[src/design/vertex_dedup_index_builder_assert.svh]
// Assertion macros shared by the vertex deduplication RTL.
`ifndef VERTEX_DEDUP_INDEX_BUILDER_ASSERT_SVH
`define VERTEX_DEDUP_INDEX_BUILDER_ASSERT_SVH

// Same-cycle implication, checked outside reset.
`define VDIB_ASSERT_IMPL(lbl, ante, cons) \
  lbl: assert property (@(posedge clk_i) disable iff (!rst_ni) (ante) |-> (cons)) \
    else $error("assertion failed");

// Next-cycle implication, checked outside reset.
`define VDIB_ASSERT_NEXT(lbl, ante, cons) \
  lbl: assert property (@(posedge clk_i) disable iff (!rst_ni) (ante) |=> (cons)) \
    else $error("assertion failed");

`endif

[src/design/vdib_pkg.sv]
// Package with constants, types and codes for the vertex deduplication block.
`default_nettype none
package vdib_pkg;

  // Table size must be a power of two; the probe wraps by overflow of the slot.
  localparam int TABLE_SLOTS  = 4096;
  localparam int MAX_VERTICES = 2048;
  localparam int WORDS        = 8;
  localparam int KEYS         = 4;

  localparam int SLOT_W    = $clog2(TABLE_SLOTS);
  localparam int KEY_AW    = SLOT_W + $clog2(KEYS);
  localparam int IDX_W     = $clog2(MAX_VERTICES);
  localparam int CNT_W     = IDX_W + 1;
  localparam int WORD_W    = 32;
  localparam int KEY_W     = 2 * WORD_W;
  localparam int OUT_IDX_W = 11;
  localparam int META_W    = IDX_W + 1;

  localparam logic [WORD_W-1:0] MIX_MULT  = 32'h9e37_79b9;
  localparam int                MIX_SHIFT = 3;

  typedef enum logic [3:0] {
    ST_IDLE,
    ST_CLEAR,
    ST_HASH,
    ST_HASH_END,
    ST_OCC_RD,
    ST_OCC_CK,
    ST_KEY_RD,
    ST_KEY_CK,
    ST_WRITE,
    ST_META_WR,
    ST_RESULT
  } vdib_state_e;

  typedef struct packed {
    logic capture;
    logic hash_step;
    logic load_slot;
    logic clr_step;
    logic meta_rd;
    logic key_rd;
    logic key_wr;
    logic meta_wr;
    logic k_clr;
    logic k_inc;
    logic next_slot;
    logic set_hit;
    logic set_new;
    logic set_full;
    logic res_load;
  } vdib_cmd_t;

  typedef struct packed {
    logic hash_last;
    logic clr_last;
    logic occ;
    logic room;
    logic key_eq;
    logic k_last;
    logic probe_last;
    logic out_free;
  } vdib_sts_t;

endpackage
`default_nettype wire

[src/design/vdib_ctrl.sv]
// Controller state machine of the vertex deduplication block.
`default_nettype none
module vdib_ctrl
  import vdib_pkg::*;
(
  input  wire logic      clk_i,
  input  wire logic      rst_ni,
  input  wire logic      in_valid_i,
  input  wire logic      start_of_mesh_i,
  output logic           in_ready_o,
  output vdib_cmd_t      cmd_o,
  input  wire vdib_sts_t sts_i
);

  vdib_state_e state_q, state_d;
  logic        item_q, item_d;

  always_ff @(posedge clk_i or negedge rst_ni) begin
    if (!rst_ni) begin
      state_q <= ST_CLEAR;
      item_q  <= 1'b0;
    end else begin
      state_q <= state_d;
      item_q  <= item_d;
    end
  end

  always_comb begin
    state_d    = state_q;
    item_d     = item_q;
    cmd_o      = '0;
    in_ready_o = 1'b0;
    case (state_q)
      ST_IDLE: begin
        in_ready_o = 1'b1;
        if (in_valid_i) begin
          cmd_o.capture = 1'b1;
          item_d        = 1'b1;
          state_d       = start_of_mesh_i ? ST_CLEAR : ST_HASH;
        end
      end
      ST_CLEAR: begin
        cmd_o.clr_step = 1'b1;
        if (sts_i.clr_last) begin
          state_d = item_q ? ST_HASH : ST_IDLE;
        end
      end
      ST_HASH: begin
        cmd_o.hash_step = 1'b1;
        if (sts_i.hash_last) begin
          state_d = ST_HASH_END;
        end
      end
      ST_HASH_END: begin
        cmd_o.load_slot = 1'b1;
        state_d         = ST_OCC_RD;
      end
      ST_OCC_RD: begin
        cmd_o.meta_rd = 1'b1;
        cmd_o.k_clr   = 1'b1;
        state_d       = ST_OCC_CK;
      end
      ST_OCC_CK: begin
        if (!sts_i.occ) begin
          if (sts_i.room) begin
            state_d = ST_WRITE;
          end else begin
            cmd_o.set_full = 1'b1;
            state_d        = ST_RESULT;
          end
        end else begin
          cmd_o.key_rd = 1'b1;
          state_d      = ST_KEY_CK;
        end
      end
      ST_KEY_RD: begin
        cmd_o.key_rd = 1'b1;
        state_d      = ST_KEY_CK;
      end
      ST_KEY_CK: begin
        if (!sts_i.key_eq) begin
          if (sts_i.probe_last) begin
            cmd_o.set_full = 1'b1;
            state_d        = ST_RESULT;
          end else begin
            cmd_o.next_slot = 1'b1;
            state_d         = ST_OCC_RD;
          end
        end else if (sts_i.k_last) begin
          cmd_o.set_hit = 1'b1;
          state_d       = ST_RESULT;
        end else begin
          cmd_o.k_inc = 1'b1;
          state_d     = ST_KEY_RD;
        end
      end
      ST_WRITE: begin
        cmd_o.key_wr = 1'b1;
        if (sts_i.k_last) begin
          state_d = ST_META_WR;
        end else begin
          cmd_o.k_inc = 1'b1;
        end
      end
      ST_META_WR: begin
        cmd_o.meta_wr = 1'b1;
        cmd_o.set_new = 1'b1;
        state_d       = ST_RESULT;
      end
      ST_RESULT: begin
        if (sts_i.out_free) begin
          cmd_o.res_load = 1'b1;
          item_d         = 1'b0;
          state_d        = ST_IDLE;
        end
      end
      default: begin
        state_d = ST_IDLE;
      end
    endcase
  end

endmodule
`default_nettype wire

[config.mk]
export PLATFORM = sky130hd
export DESIGN_NAME = vdib_ctrl
export DESIGN_NICKNAME = d
export VERILOG_FILES = /design/src/design/vertex_dedup_index_builder_assert.svh /design/src/design/vdib_pkg.sv /design/src/design/vdib_ctrl.sv
export SDC_FILE = /design/constraint.sdc
export NUM_CORES = 1
export LEC_CHECK = 0
export ABC_CLOCK_PERIOD_IN_PS = 1440
export BUFFER_PORTS_ARGS = -buffer_cell sky130_fd_sc_hd__clkbuf_2
export CELL_PAD_IN_SITES_DETAIL_PLACEMENT = 0
export CELL_PAD_IN_SITES_GLOBAL_PLACEMENT = 2
export CORE_MARGIN = 2
export CORE_UTILIZATION = 21
export CTS_CLUSTER_DIAMETER = 40
export CTS_CLUSTER_SIZE = 24
export DETAILED_ROUTE_END_ITERATION = 10
export MAX_ROUTING_LAYER = met4
export PLACE_DENSITY = 0.75
export SYNTH_ARGS = -nofsm -noshare
export SYNTH_HDL_FRONTEND = slang
export SYNTH_SLANG_ARGS = --single-unit
[constraint.sdc]
create_clock -name clk_i -period 1.44 [get_ports clk_i]
set_input_delay 0.216 -clock clk_i [delete_from_list [all_inputs] [get_ports clk_i]]
set_output_delay 0.216 -clock clk_i [all_outputs]
set_load 0.03 [all_outputs]
==> results.yml, run 1 <==
drt:
  ant_nets: 0
  drt_iter0_drc: 10
  routedWlPerCell_um: 13.34
  dr_total_vias: 794
  drt_first_pass_iters: 4
  drc: 0
  vias_per_cell: 4.994
  wl_mm: 2.121
floorplan:
  initial_core_util_pct: 21.56
  die_y_um: 56.52
  core.rowCount: 19
  die_w_um: 56.52
  die_area_mm2: 0.003195
  fp.coreArea_mm2: 0.002686
  ios: 28
critical_path:
  crit_arrival_ps: 1460
  crit_fanout: 6
  endpoint_kind: "output pin"
  cp.required_ps: 1220
  crit_type: "reg2out"
  cp-start-kind: "flip-flop"
  r2r_cells: 5
finish:
  finalNetCount: 141
  multi_input_area_um2: 560.5
  synthToLayoutAreaGrowth_pct: 123.1
  stdcell_area_mm2: 0.001292
  diodes: 0
  fill_cells: 261
  drive_above_1_share_pct: 67.19
  final-seq-area_um2: 128.9
yosys:
  synthDistinctLibCells: 30
  yosys.cell_count.top_type: "nor3_1"
  ys_ff_latch: 5
  synth_edf_count: 0
  synth_fp_nets: 89
  synthArstFlopShare_pct: 100.0
  netlist.area_leader.share_pct: 17.28
  syn_inst: 77
  synth_commonest_cells: "nor3_1, a21oi_1, nor2_1, buf_4, nand2_1"
  synth_area_leaders: "dfrtp_1, nor3_1, buf_4"
  yosysTopAreaCell: "dfrtp_1"
  avgSynthCellArea_um2: 7.523
  yosysWarnings: 0
  synth_flop_cell: "dfrtp_1"
  seq_area_frac_synth_pct: 21.81
  syn-cell-area_um2: 579.3
power:
  vdd_ir_drop_max_mv: 1.002
  p_int_uw: 1368
  seqPwrFrac_pct: 12.7
  cellLeakagePower_uw: 0.0005611
  power_density_mw_per_mm2: 1988
  p_comb_share_pct: 80.6
  netSwitchingFraction_pct: 46.77
  net-switching-power_uw: 1202
  clkPwrFrac_pct: 6.7
placement:
  dp_slack_ps: -83.45
  hpwl_mm: 1.507
  portBuffers: 27
  placed_cell_area_um2: 945.9
  gp_congestion: 0.8522
clocking:
  htree_levels: 1
  cts_tree: "built"
  root_buffer: "clkbuf_4"
  cts_buffers: 3
  clk_pin_slew_ps: 50
  clockBufferDepth: 2
  clock_sinks: 5
  clk_latency_ps: 250
hold_path:
  hold_class: "in2reg"
  holdPathStages: 3
sta:
  final-setup-viol-count: 19
  final.min_clock_period_ps: 1676
  grt_setup_unrepaired: "yes"
  slew_headroom_pct: 79.59
  fmaxAchievable_mhz: 596.6
  skew_ps: 5.013
  finalMaxSlewViolations: 0
  worst_pin_slew_ps: 305.5
  finalCritPeriodShare_pct: 116.4
  setup_tns_ps: -3011
  final_hold_viol_count: 0
  worst_slack_ps: -236.3
flow_run:
  maxCapViolCount: 0
global_routing:
  grt-ovfl-total: 0
  antenna_found_initial: 0
  grt_pass1_wl_mm: 3.491
  grtUsageTotal_pct: 14.03
  grt_pass1_vias: 824
  grt_max_degree: 10
outcome:
  violations: "negative setup slack"
  status: "finished, violations left"
layout make-up:
type	count	share of cell area, %
timing repair buffer	55	40.46
multi-input combinational	60	43.37
inverter	4	1.162
tap	31	3.001
clock buffer	4	2.033
sequential	5	9.971
layer usage:
layer	wire length (um)	GRT usage (%)
met1	856	14.95
met2	1190	25.42
met3	37	1.843
met4	37	6.463
met5	0	-
power groups by stage:
stage	Combinational [uW]	Sequential, uW	Clock, uW
finish	2070	326	171
global route	2200	338	180
CTS	1850	312	168
detailed placement	1440	318	0
global placement	1450	310	0
floorplan	1050	262	0
placed cells by master (no fill, tap or decap), types with 4 or more instances in the layout:
cell | synthesis | final
a21oi_1 | 8 | 8
buf_8 | 0 | 5
nor3_1 | 12 | 6
buf_6 | 0 | 11
inv_1 | 4 | 4
clkbuf_4 | 0 | 4
nor2_1 | 8 | 5
nor3_4 | 0 | 5
clkbuf_8 | 0 | 9
clkbuf_2 | 0 | 11
buf_4 | 6 | 17
through the flow:
stage	power (uW)	util (%)	hold slack, ps	std cells
2_1_floorplan	1309	-	-79.59	77
3_3_place_gp	1763	35.21	35.57	147
3_5_place_dp	1760	35.21	38.23	147
4_1_cts	2328	44.85	249.2	158
5_1_grt	2722	48.11	263.1	159
6_report	2570	48.11	252.8	159
critical path, stage by stage (launching register included):
cell and delay [ps]:
dfstp_2 620, nand2b_4 90, o41ai_4 280, clkbuf_8 210
cells by family after synthesis:
group | Yosys count | synth area share [%]
AND/OR/NAND/NOR | 39 | 39.74
AO/OA/AOI/OAI | 20 | 24.62
buffers and inverters | 12 | 12.09
flip-flops | 5 | 21.82
multiplexers | 1 | 1.728
flip-flops by register name, indices dropped and copies added, names as in the netlist:
signal   count
item_q       1
state_q      4
timing repair:
item / in CTS / in global routing
gates resized for setup: 44 / 21
endpoints found under the hold margin: 5 / 0
cloned: 0 / 0
hold buffers: 1 / 0
pin swaps: 5 / 4
setup endpoints to repair: 19 / 19
setup buffers: 6 / 2
path summary, 6_finish.rpt:
check	from	endpoint	slack [ps]
max in group asynchronous	rst_ni	state_q[0]	910
worst min register to register	item_q	item_q	490
min in group asynchronous	rst_ni	state_q[1]	310
worst max-delay path	state_q[0]	cmd_o[1]	-240
worst max register to register	state_q[0]	state_q[3]	-220
worst min-delay path	sts_i[6]	state_q[0]	250
Note: power is estimated with default switching activity, not from simulation.
==> run 2, diff against run 1 <==
--- a/config.mk
+++ b/config.mk
@@ -14,7 +14,7 @@
 export CTS_CLUSTER_DIAMETER = 40
 export CTS_CLUSTER_SIZE = 24
 export DETAILED_ROUTE_END_ITERATION = 10
-export MAX_ROUTING_LAYER = met4
+export GPL_TIMING_DRIVEN = 1
 export PLACE_DENSITY = 0.75
 export SYNTH_ARGS = -nofsm -noshare
 export SYNTH_HDL_FRONTEND = slang
==> results.yml, run 2 (synthesis gave the netlist of run 1 again) <==
outcome:
  status: "finished, violations left"
  violations: "negative setup slack"
floorplan:
  fp.coreArea_mm2: 0.002686
  ios: 28
  die_area_mm2: 0.003195
  die_y_um: 56.52
  initial_core_util_pct: 21.56
  die_w_um: 56.52
  core.rowCount: 19
sta:
  slew_headroom_pct: 79.37
  final.min_clock_period_ps: 1676
  hold-worst-slack_ps: 248.2
  finalMaxSlewViolations: 0
  fmaxAchievable_mhz: 596.6
  final_hold_viol_count: 0
  grt_setup_unrepaired: "yes"
  final-setup-viol-count: 19
  worst_pin_slew_ps: 308.8
  skew_ps: 4.628
  worst_slack_ps: -236.2
  finalCritPeriodShare_pct: 116.4
critical_path:
  crit_buf_inv: 1
  cp-start-kind: "flip-flop"
  crit_type: "reg2out"
  reg2reg_slack_ps: -220
  r2r_cells: 5
  endpoint_kind: "output pin"
  cp_slowest_cell: "dfstp_2"
  slowest_delay_ps: 620
  crit_family: "flip-flops"
  cp.required_ps: 1220
  crit_fanout: 6
  path_cells: "nand2b_4 > o41ai_4 > clkbuf_8"
  rr_startpoint: "state_q[0]"
  r2r-end: "state_q[3]"
  crit_arrival_ps: 1460
finish:
  layout_commonest_cell: "buf_4"
  synthToLayoutAreaGrowth_pct: 123.1
  fill_cells: 261
  layout_common_cells: "buf_4, clkbuf_2, buf_6"
  stdcell_count: 159
  finalNetCount: 141
  drive_above_1_share_pct: 67.19
  diodes: 0
  regMostFlops: "state_q"
  largest_register_ff_count: 4
  utilization_pct: 48.11
  stdcell_area_mm2: 0.001292
  top_regs: "state_q (4), item_q (1)"
drt:
  drt_first_pass_iters: 4
  ant_nets: 0
  drc: 0
  wl_met3_um: 32
  route.met2.wl_mm: 1.182
  vias_per_cell: 4.969
  wl_mm: 2.126
  routedWlPerCell_um: 13.37
  drt_iter0_drc: 11
  dr_total_vias: 790
  wl_met1_um: 878
  top_layer_used: "met4"
clocking:
  clk_pin_slew_ps: 50
  cts_buffers: 3
  clk_latency_ps: 250
  cts_tree: "built"
  clockBufferDepth: 2
  htree_levels: 1
  root_buffer: "clkbuf_4"
  clock_sinks: 5
placement:
  gp_congestion: 0.8392
  hpwl_mm: 1.507
  placed_cell_area_um2: 945.9
  dp.cells: 147
  portBuffers: 27
hold_path:
  whs_endpoint: "state_q[0]"
  holdPathStages: 3
  hold_class: "in2reg"
  worstHoldStart: "sts_i[6]"
power:
  power_density_mw_per_mm2: 1989
  vdd_ir_drop_max_mv: 1.002
  p_total_uw: 2571
  cellLeakagePower_uw: 0.0005611
global_routing:
  antenna_found_initial: 0
  grt-ovfl-total: 0
  grt_pass1_wl_mm: 3.470
  grtUsageTotal_pct: 13.60
  grt_max_degree: 10
  grt_pass1_vias: 826
flow_run:
  maxCapViolCount: 0
[run 2: cell counts in the layout (fill, tap and decap cells not counted)]
No cell type changed its count.
[run 2: layout make-up]
type	instances	area, um2	area share [%]
flip-flops and latches	5	128.9	9.971
inverters	4	15.01	1.162
clock buffers	4	26.28	2.033
well taps	31	38.79	3.001
multi-input cells	60	560.5	43.37
repair buffers	55	523.0	40.46
[run 2: stage by stage]
step                      setup WS [ps]  TNS (ps)
after global placement           -51.32    -123.5
final                            -236.2     -3015
after global routing             -291.7     -3911
after CTS                        -242.5     -2859
after floorplan                  -201.9     -1185
after detailed placement         -83.45    -273.7
[run 2: worst max-delay path by stage]
stage	from	to	slack [ps]	cells after the start
floorplan	state_q[2]	cmd_o[14]	-200	4
global placement	state_q[1]	state_q[3]	-50	4
detailed placement	state_q[1]	state_q[1]	-80	4
CTS	state_q[0]	cmd_o[14]	-240	4
global route	state_q[0]	cmd_o[1]	-290	3
finish	state_q[0]	cmd_o[1]	-240	3
[run 2: what timing repair did]
item | 4_1_cts | 5_1_grt
pin swaps | 5 | 4
resized for setup | 44 | 21
hold endpoints to repair | 5 | 0
setup endpoints to repair | 19 | 19
hold buffers | 1 | 0
buffers inserted | 6 | 2
[run 2: worst register-to-register path: stages, from the launching register on]
cell	delay (ps)
dfstp_2	620
nand2b_4	90
buf_4	150
or4_4	450
o2111ai_4	110
a21oi_1	110
[run 2: layer usage]
layer  GRT usage, %  vias up
met4          6.463        0
li1               -      387
met2          25.42       11
met5              0        -
met1          14.81      387
met3          1.843        5
[run 2: where the power goes]
part | leakage (uW) | internal [uW] | switching, uW
Clock | 0.0000150 | 105 | 65.7
Combinational | 0.000490 | 1040 | 1030
Sequential | 0.0000558 | 219 | 107
Total | 0.000561 | 1370 | 1200
==> run 3, diff against run 2 <==
--- a/config.mk
+++ b/config.mk
@@ -5,7 +5,6 @@
 export SDC_FILE = /design/constraint.sdc
 export NUM_CORES = 1
 export LEC_CHECK = 0
-export ABC_CLOCK_PERIOD_IN_PS = 1440
 export BUFFER_PORTS_ARGS = -buffer_cell sky130_fd_sc_hd__clkbuf_2
 export CELL_PAD_IN_SITES_DETAIL_PLACEMENT = 0
 export CELL_PAD_IN_SITES_GLOBAL_PLACEMENT = 2
==> constraint.sdc (replaced) <==
create_clock -name clk_i -period 1.44 [get_ports clk_i]
set_input_delay 0.288 -clock clk_i [delete_from_list [all_inputs] [get_ports clk_i]]
set_output_delay 0.288 -clock clk_i [all_outputs]
set_load 0.03 [all_outputs]
==> results.yml, run 3 (synthesis gave the netlist of run 1 again) <==
floorplan:
  ios: 28
  core.rowCount: 19
  die_y_um: 56.52
  initial_core_util_pct: 21.56
  die_area_mm2: 0.003195
  die_w_um: 56.52
  fp.coreArea_mm2: 0.002686
placement:
  dp.cells: 150
  placed_cell_area_um2: 989.7
  portBuffers: 27
  gp_congestion: 0.8257
  hpwl_mm: 1.585
clocking:
  clockBufferDepth: 2
  cts_buffers: 3
  htree_levels: 1
  clk_pin_slew_ps: 40
  cts_tree: "built"
  clk_latency_ps: 240
  clock_sinks: 5
  root_buffer: "clkbuf_4"
sta:
  finalCritPeriodShare_pct: 124.3
  hold-worst-slack_ps: 400.7
  finalMaxSlewViolations: 0
  worst_slack_ps: -349.9
  skew_ps: 1.167
  worst_pin_slew_ps: 486.1
  grt_setup_unrepaired: "yes"
  final.min_clock_period_ps: 1790
  fmaxAchievable_mhz: 558.7
  slew_headroom_pct: 67.53
  final_hold_viol_count: 0
  final-setup-viol-count: 19
finish:
  stdcell_area_mm2: 0.001390
  layout_common_cells: "buf_4, clkbuf_2, clkbuf_8, buf_6, nor3_1"
  fill_cells: 242
  utilization_pct: 51.75
  stdcell_count: 165
  regMostFlops: "state_q"
  synthToLayoutAreaGrowth_pct: 140.0
  diodes: 0
  finalNetCount: 147
  drive_above_1_share_pct: 74.63
  layout_commonest_cell: "buf_4"
  top_regs: "state_q (4), item_q (1)"
  largest_register_ff_count: 4
critical_path:
  cp_slowest_cell: "dfstp_2"
  crit_arrival_ps: 1500
  slowest_delay_ps: 640
  path_cells: "nand2_4 > nor2_4 > nand3b_1 > o41ai_4 > clkbuf_8"
  crit_fanout: 6
  cp-start-kind: "flip-flop"
  cp.required_ps: 1150
  crit_family: "flip-flops"
  crit_type: "reg2out"
  crit_buf_inv: 1
  endpoint_kind: "output pin"
drt:
  route.met2.wl_mm: 1.283
  routedWlPerCell_um: 13.91
  drt_first_pass_iters: 4
  wl_mm: 2.295
  drc: 0
  dr_total_vias: 782
  drt_iter0_drc: 6
  wl_met1_um: 942
  ant_nets: 0
  wl_met3_um: 54
  vias_per_cell: 4.739
  top_layer_used: "met4"
power:
  vdd_ir_drop_max_mv: 1.214
  cellLeakagePower_uw: 0.0005971
  power_density_mw_per_mm2: 1978
hold_path:
  hold_class: "in2async"
outcome:
  status: "finished, violations left"
  violations: "negative setup slack"
global_routing:
  antenna_found_initial: 0
  grtUsageTotal_pct: 14.22
  grt_max_degree: 10
  grt_pass1_vias: 808
  grt-ovfl-total: 0
  grt_pass1_wl_mm: 3.615
flow_run:
  maxCapViolCount: 0
## run 3: cell types whose count changed in the layout (fill, tap and decap cells not counted), moves of 2 or more
cell      before  now
buf_4         17   24
a21oi_2        0    3
a21oi_1        8    5
clkbuf_8       9   11
buf_8          5    3
## run 3: worst reg2reg max path: stages, from the launching register on
cell       delay [ps]
dfstp_2           640
nand2b_4          130
buf_6             130
or4_4             470
o2111ai_4         120
o32ai_2           110
## run 3: area by class of cell
type                    count  area [um2]  area share (%)
inverters                   4       17.52           1.260
clock buffers               4       26.28           1.890
multi-input cells          60       613.1           44.10
well taps                  31       38.79           2.790
repair buffers             61       565.5           40.68
flip-flops and latches      5       128.9           9.271
## run 3: repair_timing
action | 4_1_cts | 5_1_grt
resized for setup | 48 | 21
pin swaps | 6 | 3
endpoints found under the hold margin | 4 | 0
hold buffers | 1 | 0
buffers inserted | 7 | 4
endpoints found under the setup margin | 19 | 19
## run 3: stage by stage
stage	worst slack (ps)	total power (uW)	setup TNS [ps]
finish	-349.9	2750	-5126
global route	-392.8	2922	-6051
CTS	-323.6	2482	-4558
detailed placement	-116.5	1884	-831.9
global placement	-86.27	1876	-602.3
floorplan	-221.1	1388	-1037
## run 3: final timing paths
kind                       depth (start not counted)       start  slack (ps)          to
min in group clk_i                                 4    sts_i[0]         420  state_q[3]
hold / removal                                     2      rst_ni         400  state_q[1]
hold reg to reg                                    2      item_q         500      item_q
max in group asynchronous                          2      rst_ni         830  state_q[0]
setup reg to reg                                   5  state_q[0]        -300  state_q[1]
setup / recovery                                   5  state_q[0]        -350    cmd_o[1]
## run 3: report_power, final
part	leakage, uW	internal [uW]	switching (uW)
Sequential	0.0000555	218	88.4
Combinational	0.000527	1140	1150
Clock	0.0000150	105	55.4
## run 3: metal layers
| metal | vias up | track usage [%] |
|---|---|---|
| met5 | - | 0 |
| met4 | 0 | 5.102 |
| met3 | 2 | 0.9217 |
| met2 | 13 | 25.42 |
| met1 | 371 | 17.77 |
| li1 | 396 | - |
